**config.mk**
```make
export PLATFORM = sky130hd
export DESIGN_NAME = pid_controller_step_top_flat
export DESIGN_NICKNAME = d
export VERILOG_FILES = /design/src/design/pcs_pkg.sv /design/src/design/pcs_sample_if.sv /design/src/design/pcs_result_if.sv /design/src/design/pcs_cfg_if.sv /design/src/design/pcs_mul.sv /design/src/design/pcs_div.sv /design/src/design/pid_controller_step_top.sv /design/src/flat_wrapper.sv
export VERILOG_INCLUDE_DIRS = /design/src /design/src/design
export SDC_FILE = /design/constraint.sdc
export NUM_CORES = 2
export LEC_CHECK = 0
export ABC_AREA = 0
export BUFFER_PORTS_ARGS = -buffer_cell sky130_fd_sc_hd__buf_2
export CORE_MARGIN = 3
export CORE_UTILIZATION = 65
export DETAILED_ROUTE_END_ITERATION = 6
export PLACE_DENSITY = 0.83
export SKIP_CTS_REPAIR_TIMING = 1
export SYNTH_ARGS = -nofsm -noshare
export SYNTH_HDL_FRONTEND = slang
export SYNTH_SLANG_ARGS = --single-unit
```
**constraint.sdc**
```tcl
create_clock -name clk -period 19.3 [get_ports clk]
set_clock_uncertainty 0.05 [all_clocks]
set_input_delay 3.86 -clock clk [delete_from_list [all_inputs] [get_ports clk]]
set_output_delay 3.86 -clock clk [all_outputs]
set_load 0.03 [all_outputs]
```
**src/design/pid_controller_step_top_defines.svh**
```systemverilog
// Assertion macros for the PID controller step block.
`ifndef PID_CONTROLLER_STEP_TOP_DEFINES_SVH
`define PID_CONTROLLER_STEP_TOP_DEFINES_SVH

// Check cons in the same cycle as ante.
`define PCS_ASSERT_NOW(label, clk, rst_n, ante, cons, msg) \
	label: assert property (@(posedge clk) disable iff (!rst_n) (ante) |-> (cons)) \
		else $error(msg);

// Check cons in the cycle after ante.
`define PCS_ASSERT_NEXT(label, clk, rst_n, ante, cons, msg) \
	label: assert property (@(posedge clk) disable iff (!rst_n) (ante) |=> (cons)) \
		else $error(msg);

`endif

```
**src/design/pcs_pkg.sv**
```systemverilog
package pcs_pkg;

	localparam int DATA_W     = 16;
	localparam int DT_W       = 16;
	localparam int ERR_W      = DATA_W + 1;
	localparam int DIFF_W     = ERR_W + 1;
	localparam int PROD_W     = DATA_W + DIFF_W;
	localparam int FRAC_SHIFT = 8;
	localparam int NUM_W      = PROD_W + FRAC_SHIFT;
	localparam int DTERM_W    = NUM_W + 1;
	localparam int SUM_W      = DTERM_W + 1;
	localparam int ACC_W      = 32;
	localparam int PSUM_W     = PROD_W + 1;
	localparam int IDX_W      = 2;

	typedef enum logic [IDX_W-1:0] {
		REG_GAIN_P = 2'd0,
		REG_GAIN_I = 2'd1,
		REG_GAIN_D = 2'd2
	} cfg_reg_t;

endpackage

```
**src/design/pcs_sample_if.sv**
```systemverilog
interface pcs_sample_if;
	import pcs_pkg::*;

	logic                     valid;
	logic                     ready;
	logic signed [DATA_W-1:0] measured;
	logic signed [DATA_W-1:0] target;
	logic [DT_W-1:0]          step_time;

	modport source (output valid, measured, target, step_time, input ready);
	modport sink (input valid, measured, target, step_time, output ready);
endinterface

```
**src/design/pcs_result_if.sv**
```systemverilog
interface pcs_result_if;
	import pcs_pkg::*;

	logic                    valid;
	logic                    ready;
	logic signed [ACC_W-1:0] drive;
	logic                    zero_step;
	logic                    saturated;

	modport source (output valid, drive, zero_step, saturated, input ready);
	modport sink (input valid, drive, zero_step, saturated, output ready);
endinterface

```
**src/design/pcs_cfg_if.sv**
```systemverilog
interface pcs_cfg_if;
	import pcs_pkg::*;

	logic              valid;
	logic              ready;
	logic [IDX_W-1:0]  index;
	logic [DATA_W-1:0] data;

	modport source (output valid, index, data, input ready);
	modport sink (input valid, index, data, output ready);
endinterface

```
**src/design/pcs_mul.sv**
```systemverilog
module pcs_mul (
	input  logic                              clk,
	input  logic signed [pcs_pkg::DATA_W-1:0] a,
	input  logic signed [pcs_pkg::DIFF_W-1:0] b,
	output logic signed [pcs_pkg::PROD_W-1:0] product
);
	import pcs_pkg::*;

	logic signed [PROD_W-1:0] product_s1;

	// register the product; result is valid in the cycle after the operands
	always_ff @(posedge clk) begin
		product_s1 <= PROD_W'(a) * PROD_W'(b);
	end

	assign product = product_s1;
endmodule

```
**src/design/pcs_div.sv**
```systemverilog
module pcs_div (
	input  logic                       clk,
	input  logic                       arst_n,
	input  logic                       start,
	input  logic [pcs_pkg::NUM_W-1:0]  dividend,
	input  logic [pcs_pkg::DT_W-1:0]   divisor,
	output logic [pcs_pkg::NUM_W-1:0]  quotient,
	output logic                       done
);
	import pcs_pkg::*;

	localparam int CNT_W = $clog2(NUM_W);

	logic             busy_q;
	logic             done_q;
	logic [CNT_W-1:0] cnt_q;
	logic [DT_W-1:0]  rem_q;
	logic [NUM_W-1:0] quo_q;
	logic [DT_W:0]    rem_sh;
	logic [DT_W:0]    rem_dif;
	logic             fits;

	// one restoring step: shift in the next dividend bit, subtract if it fits
	always_comb begin
		rem_sh  = {rem_q, quo_q[NUM_W-1]};
		rem_dif = rem_sh - {1'b0, divisor};
		fits    = rem_sh >= {1'b0, divisor};
	end

	always_ff @(posedge clk or negedge arst_n) begin
		if (!arst_n) begin
			busy_q <= 1'b0;
			done_q <= 1'b0;
			cnt_q  <= '0;
		end else begin
			done_q <= busy_q && (cnt_q == '0);
			if (start) begin
				busy_q <= 1'b1;
				cnt_q  <= CNT_W'(NUM_W - 1);
			end else if (busy_q) begin
				if (cnt_q == '0) begin
					busy_q <= 1'b0;
				end else begin
					cnt_q <= cnt_q - 1'b1;
				end
			end
		end
	end

	// dividend shifts out at the top while quotient bits shift in at the bottom
	always_ff @(posedge clk) begin
		if (start) begin
			quo_q <= dividend;
			rem_q <= '0;
		end else if (busy_q) begin
			rem_q <= fits ? rem_dif[DT_W-1:0] : rem_sh[DT_W-1:0];
			quo_q <= {quo_q[NUM_W-2:0], fits};
		end
	end

	assign quotient = quo_q;
	assign done     = done_q;
endmodule

```
**src/design/pid_controller_step_top.sv**
```systemverilog
// Channel  | Role   | Payload
// ---------+--------+-----------------------------------------------------
// sample   | sink   | measured (s16 Q8.8), target (s16 Q8.8), step_time (u16 Q8.8)
// result   | source | drive (s32 Q16.16), zero_step, saturated
// cfg      | sink   | index (2b: gain_p, gain_i, gain_d), data (s16 Q8.8)
//
// One item is worked through at a time: a new item is accepted only in idle,
// once the last result is loaded, and a zero step_time skips the divider.
// The 42-step restoring divider for the D term takes most of an item's time;
// P, I and the D numerator share one registered 16x18 multiplier in turn.
// Reset clears the gains, the integrator and the previous error.
// A result waits in the output register while a new item is accepted; a stalled
// result holds the sequencer only in its final step.
module pid_controller_step_top (
	input logic          clk,
	input logic          arst_n,
	pcs_sample_if.sink   sample,
	pcs_result_if.source result,
	pcs_cfg_if.sink      cfg
);
	import pcs_pkg::*;
	`include "pid_controller_step_top_defines.svh"

	typedef enum logic [2:0] {
		S_IDLE,
		S_MUL_P,
		S_MUL_I,
		S_MUL_D,
		S_DIV_LD,
		S_DIV_RUN,
		S_FIN
	} state_t;

	typedef struct packed {
		logic                    hit;
		logic signed [ACC_W-1:0] value;
	} clamp_t;

	// clamp a wide signed value to 32 bits, flag when the limit is hit
	function automatic clamp_t clamp_acc(input logic signed [SUM_W-1:0] v);
		clamp_t r;
		r.hit = !((&v[SUM_W-1:ACC_W-1]) || !(|v[SUM_W-1:ACC_W-1]));
		if (r.hit) begin
			r.value = v[SUM_W-1] ? {1'b1, {(ACC_W-1){1'b0}}} : {1'b0, {(ACC_W-1){1'b1}}};
		end else begin
			r.value = v[ACC_W-1:0];
		end
		return r;
	endfunction

	state_t state_q;

	// configuration and controller state
	logic signed [DATA_W-1:0] gain_p_q;
	logic signed [DATA_W-1:0] gain_i_q;
	logic signed [DATA_W-1:0] gain_d_q;
	logic signed [ACC_W-1:0]  integ_q;
	logic signed [ERR_W-1:0]  prev_q;

	// per-item datapath registers
	logic signed [ERR_W-1:0]   err_q;
	logic signed [DIFF_W-1:0]  diff_q;
	logic [DT_W-1:0]           dt_q;
	logic signed [PROD_W-1:0]  p_q;
	logic signed [PSUM_W-1:0]  pi_q;
	logic signed [DTERM_W-1:0] d_q;
	logic                      d_neg_q;
	logic                      sat_q;
	logic                      zero_q;

	// output register
	logic                    out_valid_q;
	logic signed [ACC_W-1:0] drive_q;
	logic                    zero_step_q;
	logic                    saturated_q;

	logic                      accept;
	logic                      out_load;
	logic signed [ERR_W-1:0]   err_in;
	logic signed [DIFF_W-1:0]  diff_in;
	logic signed [DATA_W-1:0]  mul_a;
	logic signed [DIFF_W-1:0]  mul_b;
	logic signed [PROD_W-1:0]  mul_prod;
	logic [PROD_W-1:0]         prod_mag;
	logic [NUM_W-1:0]          div_num;
	logic                      div_start;
	logic [NUM_W-1:0]          div_quo;
	logic                      div_done;
	logic signed [DTERM_W-1:0] quo_ext;
	clamp_t                    int_clamp;
	clamp_t                    sum_clamp;

	assign accept   = sample.valid && (state_q == S_IDLE);
	assign out_load = (state_q == S_FIN) && (!out_valid_q || result.ready);

	// error and difference to the previous error, both exact
	always_comb begin
		err_in  = {sample.measured[DATA_W-1], sample.measured}
			- {sample.target[DATA_W-1], sample.target};
		diff_in = {prev_q[ERR_W-1], prev_q} - {err_in[ERR_W-1], err_in};
	end

	// operand select for the shared multiplier: P, then I, then D numerator
	always_comb begin
		case (state_q)
			S_MUL_P: begin
				mul_a = gain_p_q;
				mul_b = {err_q[ERR_W-1], err_q};
			end
			S_MUL_I: begin
				mul_a = gain_i_q;
				mul_b = {err_q[ERR_W-1], err_q};
			end
			default: begin
				mul_a = gain_d_q;
				mul_b = diff_q;
			end
		endcase
	end

	pcs_mul u_mul (
		.clk     (clk),
		.a       (mul_a),
		.b       (mul_b),
		.product (mul_prod)
	);

	// divide magnitudes so the quotient truncates toward zero
	always_comb begin
		prod_mag  = mul_prod[PROD_W-1] ? -mul_prod : mul_prod;
		div_num   = {prod_mag, {FRAC_SHIFT{1'b0}}};
		div_start = (state_q == S_DIV_LD) && (dt_q != '0);
		quo_ext   = {1'b0, div_quo};
		int_clamp = clamp_acc(SUM_W'(integ_q) + SUM_W'(mul_prod));
		sum_clamp = clamp_acc(SUM_W'(pi_q) + SUM_W'(d_q));
	end

	pcs_div u_div (
		.clk      (clk),
		.arst_n   (arst_n),
		.start    (div_start),
		.dividend (div_num),
		.divisor  (dt_q),
		.quotient (div_quo),
		.done     (div_done)
	);

	always_ff @(posedge clk or negedge arst_n) begin
		if (!arst_n) begin
			state_q     <= S_IDLE;
			gain_p_q    <= '0;
			gain_i_q    <= '0;
			gain_d_q    <= '0;
			integ_q     <= '0;
			prev_q      <= '0;
			out_valid_q <= 1'b0;
			drive_q     <= '0;
			zero_step_q <= 1'b0;
			saturated_q <= 1'b0;
		end else begin
			// register writes; an index beyond the list is dropped
			if (cfg.valid) begin
				case (cfg_reg_t'(cfg.index))
					REG_GAIN_P: gain_p_q <= cfg.data;
					REG_GAIN_I: gain_i_q <= cfg.data;
					REG_GAIN_D: gain_d_q <= cfg.data;
					default: ;
				endcase
			end

			case (state_q)
				S_IDLE: begin
					if (accept) begin
						prev_q  <= err_in;
						state_q <= S_MUL_P;
					end
				end
				S_MUL_P: state_q <= S_MUL_I;
				S_MUL_I: state_q <= S_MUL_D;
				S_MUL_D: begin
					// product holds gain_i * error now
					integ_q <= int_clamp.value;
					state_q <= S_DIV_LD;
				end
				S_DIV_LD: state_q <= (dt_q == '0) ? S_FIN : S_DIV_RUN;
				S_DIV_RUN: begin
					if (div_done) begin
						state_q <= S_FIN;
					end
				end
				S_FIN: begin
					if (out_load) begin
						state_q <= S_IDLE;
					end
				end
				default: state_q <= S_IDLE;
			endcase

			// load the output register, or drop the item once taken
			if (out_load) begin
				out_valid_q <= 1'b1;
				drive_q     <= sum_clamp.value;
				zero_step_q <= zero_q;
				saturated_q <= sat_q || sum_clamp.hit;
			end else if (result.ready) begin
				out_valid_q <= 1'b0;
			end
		end
	end

	always_ff @(posedge clk) begin
		if (accept) begin
			err_q  <= err_in;
			diff_q <= diff_in;
			dt_q   <= sample.step_time;
		end
		if (state_q == S_MUL_I) begin
			p_q <= mul_prod;
		end
		if (state_q == S_MUL_D) begin
			sat_q <= int_clamp.hit;
		end
		if (state_q == S_DIV_LD) begin
			// integrator already holds this step's value
			pi_q    <= PSUM_W'(p_q) + PSUM_W'(integ_q);
			d_neg_q <= mul_prod[PROD_W-1];
			zero_q  <= (dt_q == '0);
			d_q     <= '0;
		end
		if ((state_q == S_DIV_RUN) && div_done) begin
			d_q <= d_neg_q ? -quo_ext : quo_ext;
		end
	end

	assign sample.ready     = (state_q == S_IDLE);
	assign cfg.ready        = 1'b1;
	assign result.valid     = out_valid_q;
	assign result.drive     = drive_q;
	assign result.zero_step = zero_step_q;
	assign result.saturated = saturated_q;

	`PCS_ASSERT_NEXT(a_busy_after_accept, clk, arst_n, sample.valid && sample.ready,
		!sample.ready, "sequencer still ready after taking an item")
	`PCS_ASSERT_NOW(a_done_in_run, clk, arst_n, div_done, state_q == S_DIV_RUN,
		"divider finished outside the divide step")
	`PCS_ASSERT_NOW(a_start_nonzero, clk, arst_n, div_start, dt_q != '0,
		"divider started with a zero step time")
	`PCS_ASSERT_NEXT(a_fin_loads, clk, arst_n, out_load, result.valid && sample.ready,
		"final step did not load the result and return to idle")
endmodule
```
**src/flat_wrapper.sv**
```systemverilog
// flat-port wrapper written by rule: the top's interface ports become plain ports
module pid_controller_step_top_flat import pcs_pkg::*;
  (clk, arst_n, sample_valid, sample_measured, sample_target, sample_step_time, sample_ready, result_valid, result_drive, result_zero_step, result_saturated, result_ready, cfg_valid, cfg_index, cfg_data, cfg_ready);
  pcs_sample_if sample_i ();
  pcs_result_if result_i ();
  pcs_cfg_if cfg_i ();
  input logic clk;
  input logic arst_n;
  input wire logic [$bits(sample_i.valid)-1:0] sample_valid;
  input wire logic [$bits(sample_i.measured)-1:0] sample_measured;
  input wire logic [$bits(sample_i.target)-1:0] sample_target;
  input wire logic [$bits(sample_i.step_time)-1:0] sample_step_time;
  output wire logic [$bits(sample_i.ready)-1:0] sample_ready;
  output wire logic [$bits(result_i.valid)-1:0] result_valid;
  output wire logic [$bits(result_i.drive)-1:0] result_drive;
  output wire logic [$bits(result_i.zero_step)-1:0] result_zero_step;
  output wire logic [$bits(result_i.saturated)-1:0] result_saturated;
  input wire logic [$bits(result_i.ready)-1:0] result_ready;
  input wire logic [$bits(cfg_i.valid)-1:0] cfg_valid;
  input wire logic [$bits(cfg_i.index)-1:0] cfg_index;
  input wire logic [$bits(cfg_i.data)-1:0] cfg_data;
  output wire logic [$bits(cfg_i.ready)-1:0] cfg_ready;
  assign sample_i.valid = sample_valid;
  assign sample_i.measured = sample_measured;
  assign sample_i.target = sample_target;
  assign sample_i.step_time = sample_step_time;
  assign sample_ready = sample_i.ready;
  assign result_valid = result_i.valid;
  assign result_drive = result_i.drive;
  assign result_zero_step = result_i.zero_step;
  assign result_saturated = result_i.saturated;
  assign result_i.ready = result_ready;
  assign cfg_i.valid = cfg_valid;
  assign cfg_i.index = cfg_index;
  assign cfg_i.data = cfg_data;
  assign cfg_ready = cfg_i.ready;
  pid_controller_step_top u_core (.clk(clk), .arst_n(arst_n), .sample(sample_i), .result(result_i), .cfg(cfg_i));
endmodule
```
==> run summary <==
Netlist Area Pre-Place -> 0.0349 mm2
largest delay contributor family on the critical path -> adder cells
initial antenna violation count -> 1
clk slew on worst S/H paths -> 0.06 ns
unrepaired setup endpoints after global routing -> no
Fmax -> 112 MHz
TNS Setup -> 0 ns
first-pass GRT wire length -> 134 mm
register bit total from synthesis -> 401
Syn Area/Cell -> 9.46 um2
initial core utilization -> 66.1%
Critical Path AT -> 9.39 ns
hpwl dp -> 61.5 mm
cell repeated most along the worst path -> fa_1
buffers added on ports -> 106
Routed WL per cell -> 17.8 um
commonest non-fill, non-tap cell in the layout -> inv_1
kind of critical path -> flop to flop
fin crit period -> 8.97 ns
# DRC -> 0
dominant cells by area after synthesis -> edfxtp_1 (17%), fa_1 (17%), dfrtp_1 (10%), ha_1 (9.0%), inv_1 (5.2%)
IO Pins -> 108
async set or reset register ratio after synthesis -> 35.7%
Rows -> 84
worst stage delay on the critical path -> 0.91 ns
Routability Congestion -> 1.02
Power, Total -> 6870 uW
Die Span Y -> 238 um
Finished Layout Cells -> 4,482
Reg area -> 0.0107 mm2
Core Util, Final -> 71.2%
share of the synthesized area in the top cell type -> 17.2%
switching pwr -> 3170 uW
Max Cap Viol -> 0
final-stage net count -> 4,375
final slew viol count -> 0
Clock Path Buffers -> 3
CP Capture Type -> flop
Core Area -> 0.0529 mm2
Leak Pwr -> 0.0171 uW
starting DRC count in detailed routing -> 1,871
# fillers -> 3,919
ys flop type -> edfxtp_1
Startpoint Class -> flop
most frequent cells in the layout -> inv_1 (486), nor2_1 (379), nand2_1 (333)
post-synthesis sequential area ratio -> 30.8%
Final Hold Vio Count -> 0
slowest CP cell -> mux2i_1
DP Cell Count -> 4,400
cells after synthesis -> 3,692
Vias/cell -> 6.01
later-pin clock latency in the skew report -> 0.60 ns
vias in the first global route -> 27.3k
Post-Syn Nets -> 4,309
Root Buffer -> clkbuf_16
DRT antenna net count -> 0
DR pass1 iterations -> 6
area of the multi-input gates -> 0.0220 mm2
critical path peak fanout -> 42
Area Overhead vs Synth -> 7.83%
Synth area leader -> edfxtp_1
CTS tree -> built
via count -> 26.9k
Buf/Inv on CP -> 5
gr usage total -> 28.9%
clock network fraction of total power -> 12.8%
CP Data Required Time -> 19.72 ns
overall routed net length -> 79.9 mm
Worst Hold Class -> flop to flop
GRT overflow -> 0
EDFF count, synth -> 200
cell area power density -> 182 mW/mm2
# H-tree levels -> 2
Int Pwr -> 3700 uW
logic gate share of total power -> 70.7%
die width -> 238 um
Final period util -> 46.5%
status -> finished clean
Max IR drop VDD -> 0.000217 V
setup violators final -> 0
DIE AREA -> 0.0566 mm2
Rel. slew slack -> 13.6%
largest net degree at the start of global routing -> 77
Sink Count -> 401
Reg power frac -> 16.5%
Switching Share -> 46.2%
slew at the pin with the worst max-slew slack -> 1.30 ns
CTS buffer count -> 44
proportion of layout cells with a drive suffix above 1 -> 8.30%
Ys Warns -> 0
Distinct cells, synth -> 79
per-stage QoR:
stage	worst slack (ns)	hold WS, ns	area, um2
floorplan	11.53	0.365	34900
global placement	10.58	0.408	36200
detailed placement	10.41	0.408	36200
CTS	10.41	0.425	37700
global route	9.66	0.450	37700
finish	10.33	0.421	37700
state kept, by name, summed over array words and instances, names as in the netlist, 17 cells and up:
| name | cells |
|---|---|
| u_core.pi_q | 35 |
| u_core.prev_q | 17 |
| u_core.err_q | 17 |
| u_core.result.drive | 32 |
| u_core.p_q | 34 |
| u_core.integ_q | 32 |
| u_core.diff_q | 18 |
| u_core.u_mul.product | 34 |
| u_core.u_div.quotient | 42 |
| u_core.d_q | 43 |
logic make-up after synthesis:
family | count (synthesis) | synth area share (%)
flops | 401 | 30.8
fa+ha+maj | 546 | 25.9
compound gates | 750 | 14.0
buf+inv | 603 | 6.50
simple gates | 1053 | 13.7
mux | 106 | 3.28
xor+xnor | 232 | 5.82
other cells | 1 | 0.0107
layer usage:
layer  vias to the layer above  track usage (%)  routed length [um]
li1                      12700                -                   -
met1                     13100             36.4               32400
met2                       929             50.1               39200
met3                       222             4.79                4980
met4                         0             11.2                3380
met5                         -                0                   0
worst reg2reg max path, delay by kind of cell (launching register included):
kind            cells  cell delay [ns]
compound gates      9             2.11
buf+inv             5             0.57
simple gates        3             1.09
mux                 2             1.13
xor+xnor            1             0.20
flops               1             0.32
fa+ha+maj           7             3.39
final timing paths:
kind                                   start                        to  slack [ns]  cells after the start
min reg2reg                    u_core.zero_q   u_core.result.zero_step        0.42                      2
max reg2reg                u_core.state_q[1]  u_core.u_mul.product[33]       10.33                     27
max in group asynchronous             arst_n         u_core.prev_q[11]       14.57                      2
min in group asynchronous             arst_n    u_core.result.drive[2]        3.21                      1
max                        u_core.state_q[1]  u_core.u_mul.product[33]       10.33                     27
min                            u_core.zero_q   u_core.result.zero_step        0.42                      2
cells in the mapped netlist, types with 18 or more instances:
cell	number
nor3_1	35
nor2b_1	26
or3_1	22
o31ai_1	27
nand4_1	23
dfrtp_1	143
a31oi_1	24
clkbuf_1	102
o21bai_1	19
nand2_1	334
xor2_1	109
a221o_1	33
dfxtp_1	58
mux2i_1	38
a21o_1	76
inv_1	487
a21oi_1	204
fa_1	296
xnor2_1	123
o21ai_0	165
o22ai_1	24
ha_1	250
edfxtp_1	200
nand3_1	79
a211oi_1	37
and3_1	18
nor2_1	380
nand2b_1	41
mux2_2	68
cell type report:
class / instances / area share (%)
repair buffers: 136 / 2.02
well taps: 688 / 2.29
flip-flops and latches: 401 / 28.5
diodes: 1 / 0.00664
multi-input cells: 2688 / 58.3
inverters: 487 / 4.85
clock buffers: 67 / 3.40
clock inverters: 14 / 0.601
power by group through the flow:
| stage | Combinational [uW] | Clock, uW | Sequential [uW] |
|---|---|---|---|
| 2_1_floorplan | 3850 | 0 | 1120 |
| 3_3_place_gp | 4620 | 0 | 1140 |
| 3_5_place_dp | 4810 | 0 | 1150 |
| 4_1_cts | 4870 | 888 | 1130 |
| 5_1_grt | 5590 | 925 | 1140 |
| 6_report | 4860 | 878 | 1130 |
(Power assumes the default switching activity.)
